### src/sv/hte_pkg.sv
// ----------------------------------------------------------------------------
// hte_pkg
// Shared types and codes for the table-driven Huffman encoder.
// ----------------------------------------------------------------------------
package hte_pkg;

  localparam int BYTE_W = 8;

  // request codes
  localparam logic [1:0] REQ_LOAD   = 2'd0;
  localparam logic [1:0] REQ_ENCODE = 2'd1;
  localparam logic [1:0] REQ_FLUSH  = 2'd2;

  // result status codes
  localparam logic STATUS_DATA   = 1'b0;
  localparam logic STATUS_NOCODE = 1'b1;

  typedef struct packed {
    logic [1:0]  req_type;
    logic [7:0]  symbol;
    logic [31:0] code_bits;
    logic [5:0]  code_len;
  } in_item_t;

  typedef struct packed {
    logic [BYTE_W-1:0] out_byte;
    logic              status;
    logic              last;
  } out_item_t;

endpackage

### src/sv/hte_packer.sv
// ----------------------------------------------------------------------------
// hte_packer
// MSB-first bit packer; the result register drains one byte a cycle on out_ready_i.
// ----------------------------------------------------------------------------
module hte_packer import hte_pkg::*; #(
  parameter int MAX_CODE_LEN = 32,
  localparam int LEN_W  = $clog2(MAX_CODE_LEN + 1),
  localparam int WORD_W = (MAX_CODE_LEN < 32) ? MAX_CODE_LEN : 32
) (
  input  logic              clk_i,
  input  logic              rst_ni,
  input  logic              item_valid_i,
  input  logic [1:0]        item_req_i,
  input  logic [LEN_W-1:0]  code_len_i,
  input  logic [WORD_W-1:0] code_word_i,
  output logic              item_ready_o,
  output logic              out_valid_o,
  input  logic              out_ready_i,
  output out_item_t         out_o
);

  localparam int ACC_W   = MAX_CODE_LEN + 7;
  localparam int TOT_W   = $clog2(ACC_W + 1);
  localparam int MAX_OUT = (MAX_CODE_LEN + 7) / BYTE_W;
  localparam int CNT_W   = $clog2(MAX_OUT + 1);

  logic [6:0]        pend_bits_q, pend_bits_d;
  logic [2:0]        pend_cnt_q, pend_cnt_d;
  logic              grp_vld_q, grp_vld_d;
  logic [CNT_W-1:0]  rem_q, rem_d;
  logic              status_q, status_d;
  logic [BYTE_W-1:0] bytes_q [MAX_OUT];
  logic [BYTE_W-1:0] bytes_d [MAX_OUT];

  logic [ACC_W-1:0]  acc;
  logic [ACC_W-1:0]  aligned;
  logic [TOT_W-1:0]  total;
  logic [TOT_W-1:0]  shamt;
  logic [6:0]        keep_mask;
  logic [BYTE_W-1:0] flush_byte;
  logic              is_enc, is_flush, no_code;
  logic              produce, grp_free, take, out_xfer;

  always_comb begin
    acc        = (ACC_W'(pend_bits_q) << code_len_i) | ACC_W'(code_word_i);
    total      = TOT_W'(pend_cnt_q) + TOT_W'(code_len_i);
    shamt      = TOT_W'(ACC_W) - total;
    // first pending bit lands in the top bit
    aligned    = acc << shamt;
    keep_mask  = 7'((8'd1 << total[2:0]) - 8'd1);
    flush_byte = BYTE_W'({1'b0, pend_bits_q} << (4'd8 - {1'b0, pend_cnt_q}));
  end

  assign is_enc   = item_req_i == REQ_ENCODE;
  assign is_flush = item_req_i == REQ_FLUSH;
  assign no_code  = code_len_i == '0;
  assign produce  = (is_enc && (no_code || total >= TOT_W'(BYTE_W)))
                 || (is_flush && pend_cnt_q != 3'd0);
  assign out_xfer = grp_vld_q && out_ready_i;
  assign grp_free = !grp_vld_q || (out_ready_i && rem_q == CNT_W'(1));
  assign item_ready_o = grp_free || !produce;
  assign take     = item_valid_i && item_ready_o;

  always_comb begin
    pend_bits_d = pend_bits_q;
    pend_cnt_d  = pend_cnt_q;
    if (take && is_enc && !no_code) begin
      pend_bits_d = acc[6:0] & keep_mask;
      pend_cnt_d  = total[2:0];
    end else if (take && is_flush) begin
      pend_bits_d = '0;
      pend_cnt_d  = '0;
    end
  end

  always_comb begin
    grp_vld_d = grp_vld_q;
    rem_d     = rem_q;
    status_d  = status_q;
    bytes_d   = bytes_q;
    if (take && produce) begin
      grp_vld_d = 1'b1;
      status_d  = STATUS_DATA;
      rem_d     = CNT_W'(1);
      if (is_enc && no_code) begin
        status_d   = STATUS_NOCODE;
        bytes_d[0] = '0;
      end else if (is_flush) begin
        bytes_d[0] = flush_byte;
      end else begin
        rem_d = CNT_W'(total >> 3);
        for (int k = 0; k < MAX_OUT; k++) begin
          bytes_d[k] = aligned[ACC_W-1-BYTE_W*k -: BYTE_W];
        end
      end
    end else if (out_xfer) begin
      // shift the next byte to the head
      rem_d     = rem_q - CNT_W'(1);
      grp_vld_d = rem_q != CNT_W'(1);
      for (int k = 0; k < MAX_OUT - 1; k++) begin
        bytes_d[k] = bytes_q[k+1];
      end
    end
  end

  always_ff @(posedge clk_i or negedge rst_ni) begin
    if (!rst_ni) begin
      pend_bits_q <= '0;
      pend_cnt_q  <= '0;
      grp_vld_q   <= 1'b0;
      rem_q       <= '0;
      status_q    <= STATUS_DATA;
    end else begin
      pend_bits_q <= pend_bits_d;
      pend_cnt_q  <= pend_cnt_d;
      grp_vld_q   <= grp_vld_d;
      rem_q       <= rem_d;
      status_q    <= status_d;
    end
  end

  always_ff @(posedge clk_i) begin
    bytes_q <= bytes_d;
  end

  assign out_valid_o    = grp_vld_q;
  assign out_o.out_byte = bytes_q[0];
  assign out_o.status   = status_q;
  assign out_o.last     = rem_q == CNT_W'(1);

endmodule

### config.mk
export PLATFORM = sky130hd
export DESIGN_NAME = hte_packer
export DESIGN_NICKNAME = d
export VERILOG_FILES = /design/src/sv/hte_pkg.sv /design/src/sv/hte_packer.sv
export SDC_FILE = /design/constraint.sdc
export NUM_CORES = 1
export LEC_CHECK = 0
export BUFFER_PORTS_ARGS = -buffer_cell sky130_fd_sc_hd__buf_2
export CAP_MARGIN = 15
export CORE_MARGIN = 8
export CORE_UTILIZATION = 30
export CTS_BUF_LIST = sky130_fd_sc_hd__clkbuf_8
export CTS_CLUSTER_DIAMETER = 60
export DETAILED_ROUTE_END_ITERATION = 10
export PLACE_DENSITY = 0.48
export REMOVE_ABC_BUFFERS = 1
export SLEW_MARGIN = 20
export SYNTH_ARGS = -nofsm -noshare
export SYNTH_HDL_FRONTEND = slang
export SYNTH_SLANG_ARGS = --single-unit
### constraint.sdc
create_clock -name clk_i -period 3.71 [get_ports clk_i]
set_input_delay 0.9275 -clock clk_i [delete_from_list [all_inputs] [get_ports clk_i]]
set_output_delay 0.9275 -clock clk_i [all_outputs]
set_load 0.005 [all_outputs]
==> summary.md, run 1 <==
| Metric | Value |
|---|---|
| Status | complete, no violations |
| P per Cell Area | 820.2 nW/µm² |
| Hold Crit Depth | 1 |
| Chip width | 157.3 µm |
| Wire per inst | 22.00 µm |
| Count of cell types in the netlist | 82 |
| Mapped cell area | 5987 µm² |
| Tcrit/Tclk final | 99.05% |
| Core ar. | 19530 µm² |
| Grt total ovfl | 0 |
| Setup crit start kind | input pin |
| CTS Buffer Depth | 2 |
| Num CTS Buffers | 5 |
| Top Ports | 56 |
| Peak Freq | 272.1 MHz |
| Unrepaired setup endpoints after global routing | true |
| Number of synthesis warnings | 0 |
| Flops & latches, synth | 47 |
| Nets | 972 |
| Syn avg cell area | 8.350 µm² |
| Path depth of the worst reg2reg path | 11 |
| Vias in the first global route | 6898 |
| Reg2reg setup slack | 0.49 ns |
| Vias/cell | 5.819 |
| Finish-stage setup viols | 0 |
| WP data required | 2.78 ns |
| Die ar. | 24730 µm² |
| First-pass GRT wire length | 40.66 mm |
| Post-synthesis sequential area ratio | 22.32% |
| Largest net degree at the start of global routing | 35 |
| Tmin final | 3.675 ns |
| GRT Overall Usage | 21.21% |
| Fin Setup TNS | 0 ns |
| Critical path type | in -> out |
| Area grow syn2layout | 34.19% |
| Antenna-violating nets left | 0 |
| Asr flop ratio synth | 31.91% |
| Worst Max-Slew Pin Slew | 0.9292 ns |
| Drt total wl | 26.07 mm |
| CTS sink count | 47 |
| Gate Count Post-Synth | 717 |
| Area of the multi-input gates | 4375 µm² |
| CP Data Arrival Time | 2.75 ns |
| Drt pass-1 iters | 5 |
| # DRC | 0 |
| Layout cells sized above 1 | 36.20% |
| Final HPWL DP | 21.51 mm |
| DP Cell Count | 1174 |
| N_diodes | 0 |
| Worst hold path class | reg -> reg |
| Worst hold margin | 0.4946 ns |
| Hold Vio Cnt, Final | 0 |
| Root buffer cell | clkbuf_8 |
| Iter 0 DRT Violations | 609 |
| Max-cap violations | 0 |
| # fillers | 2027 |
| Row cnt | 51 |
| Worst Path Max Fanout | 4 |
| Clock latency on the worst-skew pair | 0.33 ns |
| H-tree level count | 2 |
| Crit path capture type | output port |
| Finished Layout Cells | 1185 |
| I/O Buffers | 55 |
| Static Leak | 0.003304 µW |
| Die Height | 157.3 µm |
| Slew HR | 37.92% |
| Gpl congestion | 0.9964 |
| Initial core utilization | 30.66% |
| Ys flop type | edfxtp_1 |
| Antenna violations before repair | 0 |
| Reg clk slew, reported paths | 0.08 ns |
| Reg area | 1336 µm² |
| Worst Skew | 0.01260 ns |
| Fin. max-slew vios | 0 |
| VDD IR-drop max | 0.3621 mV |
| TritonCTS clock tree | yes |
| Post-synth EDFFs | 32 |
| Via Count | 6895 |
## cell families (layout without fill, tap and decap cells)
logic type	Yosys count	in the layout	synth area share (%)
flops	47	47	22.32
xor+xnor	6	6	0.8779
buf+inv	73	276	5.642
mux	88	88	19.75
simple gates	240	240	18.83
compound gates	254	254	30.58
fa+ha+maj	9	9	2.006
## cells in the final DEF, fill, tap and decap left out, drive strengths merged, types with 4 or more instances in the layout
cell type / n
buf: 254
nand2: 75
nor2: 74
a21oi: 46
mux2i: 46
o21ai: 38
edfxtp: 32
mux2: 22
mux4: 20
nor3: 19
a22oi: 17
a211oi: 16
dfrtp: 15
o211ai: 14
nand2b: 14
inv: 13
o221ai: 13
and2: 12
a31oi: 11
o22ai: 11
a221oi: 10
a22o: 10
o31ai: 9
nand3: 8
ha: 8
a211o: 7
nor2b: 6
or3: 6
a21o: 6
clkbuf: 6
o21a: 5
nor3b: 5
or2: 5
o22a: 4
o2bb2ai: 4
and3: 4
a32o: 4
## synth_stat cells (6+ instances only)
master,number,area share (%)
or3_1,6,0.63
a211o_1,7,1.0
nand2_1,75,4.7
buf_4,11,1.4
inv_1,12,0.75
nor2b_1,6,0.63
o211ai_1,14,1.8
a21oi_1,45,3.8
nand2b_1,14,1.5
o221ai_1,13,1.9
o31ai_1,9,1.1
a221oi_1,10,1.5
nor3_1,19,1.6
a31oi_1,11,1.1
a21o_1,6,0.75
ha_1,8,1.7
a22oi_1,17,2.1
a22o_1,10,1.5
mux4_2,19,7.1
nor2_1,73,4.6
o21ai_0,33,2.8
mux2i_1,44,7.4
nand3_1,8,0.67
o22ai_1,6,0.63
clkbuf_1,36,2.3
edfxtp_1,32,16
and2_1,12,1.3
a211oi_1,16,2.0
mux2_2,20,3.8
dfrtp_1,15,6.3
## critical path, cell delays in order
cell and delay, ns:
buf_2 0.14, ha_1 0.23, fa_2 0.38, a21oi_4 0.21, mux2i_2 0.31, o22ai_2 0.12
a21oi_2 0.17, o21bai_2 0.11, buf_2 0.14
## routing by layer
metal	wire length (µm)	vias up	global-route usage, %
li1	-	3185	-
met1	11540	3336	28.24
met2	12020	330	35.24
met3	1817	44	2.550
met4	694	0	6.346
met5	0	-	0
## through the flow
stage          setup WS [ns]  cell area, µm²  total power (µW)  util [%]
2_1_floorplan         -2.053            5698              3693         -
3_3_place_gp         -0.3524            7878              6065     40.34
3_5_place_dp         -0.4359            7878              6109     40.34
4_1_cts             0.002792            8000              6472     40.97
5_1_grt             -0.01616            8034              6976     41.14
6_report             0.03511            8034              6590     41.14
## registers in the layout, summed over array words and instances (netlist names)
| register | cells |
|---|---|
| out_o | 8 |
| status_q | 1 |
| out_valid_o | 1 |
| rem_q | 3 |
| pend_cnt_q | 3 |
| bytes_q | 24 |
| pend_bits_q | 7 |
## power breakdown
part           internal (µW)  switching, µW
registers                759            156
clock network            129            192
logic                   2460           2900
## layout make-up
cell class,instances,share of cell area [%]
Multi-Input combinational cell,597,54.46
Timing Repair Buffer,255,23.11
Sequential cell,47,16.63
Tap cell,265,4.127
Clock buffer,5,0.8566
Inverter,13,0.6074
Clock inverter,3,0.2025
## what timing repair did
action | in CTS | in global routing
setup endpoints to repair | 2 | 3
gates resized for setup | 6 | 7
pin swaps | 4 | 3
hold buffers | 0 | 0
buffers inserted | 2 | 1
## final timing paths
kind | from | to
max | code_len_i[0] | item_ready_o
min | rem_q[1]$_DFFE_PN0P_ | rem_q[1]$_DFFE_PN0P_
max reg2reg | pend_cnt_q[0]$_DFFE_PN0P_ | out_o[7]$_DFFE_PP_
min reg2reg | rem_q[1]$_DFFE_PN0P_ | rem_q[1]$_DFFE_PN0P_
max in group asynchronous | rst_ni | status_q$_DFFE_PN0N_
min in group asynchronous | rst_ni | pend_bits_q[4]$_DFFE_PN0P_
Note: power is estimated with default switching activity, not from simulation.
==> inputs of run 2 (changes only) <==
BUFFER_PORTS_ARGS = -buffer_cell sky130_fd_sc_hd__buf_4   (was -buffer_cell sky130_fd_sc_hd__buf_2)
==> run 2 against run 1 <==
  * Cell area up 1.2%
  * Clock skew increased by 0.0020 ns
  * Routed wire length increased by 2.7%
  * Cell count fell by 0.84%
  * Die area did not move
  * Sequential share of layout area decreased by 0.20 points
  * Critical endpoint unchanged
  * Total power up 0.97%
  * Global-route usage up 0.52 points
  * First-iteration DRC count rose by 14%
==> summary.md, run 2 (same netlist as run 1, synthesis figures left out) <==
| Metric | Value |
|---|---|
| CP Data Arrival Time | 2.74 ns (about the same) |
| Row cnt | 51 (unchanged) |
| Peak Freq | 272.9 MHz (+0.31%) |
| Area grow syn2layout | 35.82% |
| Wire per inst | 22.78 µm (+3.6%) |
| Layout cells sized above 1 | 36.26% (+0.068 points) |
| Drt pass-1 iters | 5 (unchanged) |
| Vias/cell | 5.889 (+1.2%) |
| TritonCTS clock tree | yes |
| Reg2reg start | pend_bits_q[3]$_DFFE_PN0P_ |
| VDD IR-drop max | 0.2460 mV (-32%) |
| Top delay family on crit path | compound AO/OA/AOI/OAI gates |
| Via Count | 6920 (+0.36%) |
| Crit path capture type | output port |
| H-tree level count | 2 (unchanged) |
| Critical path type | in -> out |
| Tcrit/Tclk final | 98.75% (-0.30 points) |
| CTS Buffer Depth | 2 (unchanged) |
| Worst hold path class | in -> async |
| Antenna-violating nets left | 0 (unchanged) |
| Status | complete, no violations |
| Initial core utilization | 30.66% (unchanged) |
| Gpl congestion | 0.9852 (-1.1%) |
| Most common cell after layout, fill and taps aside | buf_4 |
| Drt total wl | 26.77 mm (+2.7%) |
| I/O Buffers | 55 (unchanged) |
| Root buffer cell | clkbuf_8 |
| Final Cell Area | 8132 µm² (+1.2%) |
| Critical-path cell list | buf_4, ha_2, fa_2, a21oi_4, mux2i_2, o22ai_2, a21oi_2, o21bai_2, buf_4 |
| Clock latency on the worst-skew pair | 0.32 ns (about the same) |
| Critical path's slowest cell | fa_2 |
| Max-cap violations | 0 (unchanged) |
| CTS sink count | 47 (unchanged) |
| Finish-stage setup viols | 0 (unchanged) |
| Buf/Inv on CP | 2 (unchanged) |
| Core ar. | 19530 µm² (unchanged) |
| CTS Hold Buffers Added | 0 (unchanged) |
| Worst Path Max Fanout | 14 (+10) |
| Most frequent cells in the layout | buf_4 (238), nand2_1 (75), nor2_1 (69), mux2i_1 (43), a21oi_1 (43) |
| Post-DP Area | 7908 µm² (+0.38%) |
| Num CTS Buffers | 5 (unchanged) |
| N_diodes | 0 (unchanged) |
| Worst Skew | 0.01456 ns (+0.001965 ns) |
| Hold Vio Cnt, Final | 0 (unchanged) |
| Antenna violations before repair | 0 (unchanged) |
| Die Height | 157.3 µm (unchanged) |
| Biggest register | bytes_q |
| Die ar. | 24730 µm² (unchanged) |
| Vias in the first global route | 6998 (+1.4%) |
| Max reg flops | 24 (unchanged) |
| # DRC | 0 (unchanged) |
| Nets | 962 (-1.0%) |
| Largest net degree at the start of global routing | 35 (unchanged) |
| GRT Overall Usage | 21.73% (+0.52 points) |
| Static Leak | 0.003306 µW (about the same) |
| Top Ports | 56 (unchanged) |
| Worst hold margin | 0.4483 ns (-0.04629 ns) |
| Setup crit start kind | input pin |
| Cell mode on critical path | buf_4 |
| P per Cell Area | 818.3 nW/µm² (-0.24%) |
| Reg clk slew, reported paths | 0.10 ns (+0.02 ns) |
| Launch point of the worst path | code_len_i[0] |
| Final HPWL DP | 21.62 mm (+0.51%) |
| WP data required | 2.78 ns (about the same) |
| Iter 0 DRT Violations | 695 (+14%) |
| Slew HR | 38.48% (+0.56 points) |
| Tmin final | 3.664 ns (-0.01121 ns) |
| First-pass GRT wire length | 41.52 mm (+2.1%) |
| Worst Max-Slew Pin Slew | 0.9209 ns (-0.008325 ns) |
| Fin. max-slew vios | 0 (unchanged) |
| CP peak stage delay | 0.37 ns (about the same) |
| Chip width | 157.3 µm (unchanged) |
| Grt total ovfl | 0 (unchanged) |
## run 2: layer usage
layer	track usage [%]	vias to the layer above	routed length, µm
met1	28.67	3357	11630
met4	9.157	0	1058
met5	0	-	0
met3	2.386	60	1791
li1	-	3164	-
met2	35.40	339	12280
## run 2: timing repair
action,in CTS,in global routing
buffers inserted,8,1
cloned,0,0
setup endpoints to repair,1,42
pin swaps,3,3
resized for setup,4,15
## run 2: path summary, 6_finish.rpt
| kind | end | slack, ns | depth (start not counted) |
|---|---|---|---|
| hold reg to reg | rem_q[1]$_DFFE_PN0P_ | 0.50 | 1 |
| min in group clk_i | rem_q[1]$_DFFE_PN0P_ | 0.50 | 1 |
| max in group asynchronous | rem_q[1]$_DFFE_PN0P_ | 3.07 | 1 |
| setup / recovery | item_ready_o | 0.05 | 9 |
| setup reg to reg | out_o[8]$_DFFE_PP_ | 0.41 | 9 |
| hold / removal | pend_cnt_q[0]$_DFFE_PN0P_ | 0.45 | 1 |
## run 2: worst reg2reg max path, cell delays in order, from the launching register on
cell and delay (ns):
dfrtp_1 0.59, mux2i_1 0.22, o2bb2ai_1 0.36, o221ai_1 0.29
buf_4 0.21, mux4_2 0.50, o21ai_0 0.39, buf_4 0.20
o22ai_1 0.08, o31ai_1 0.28
## run 2: cell type report
| cell class | count | area (µm²) |
|---|---|---|
| Clock buffer | 5 | 68.82 |
| Clock inverter | 3 | 20.02 |
| Fill cell | 2052 | 11390 |
| Inverter | 13 | 48.80 |
| Multi-Input combinational cell | 597 | 4399 |
| Sequential cell | 47 | 1336 |
| Tap cell | 265 | 331.6 |
| Timing Repair Buffer | 245 | 1927 |
## run 2: report_power, final
part	switching, µW	internal (µW)
combinational	2910	2490
sequential	163	759
clock	197	132
total	3270	3380
## run 2: stage by stage
step           std cells  setup slack [ns]  power, µW  TNS (ns)  util (%)
4_1_cts             1174           0.01518       6534         0     41.36
5_1_grt             1175          -0.01768       7055  -0.01768     41.64
3_5_place_dp        1158           -0.2645       6142    -2.568     40.50
2_1_floorplan        657            -2.053       3693    -75.94         -
6_report            1175           0.04631       6654         0     41.64
3_3_place_gp        1158           -0.2176       6107    -1.820     40.50
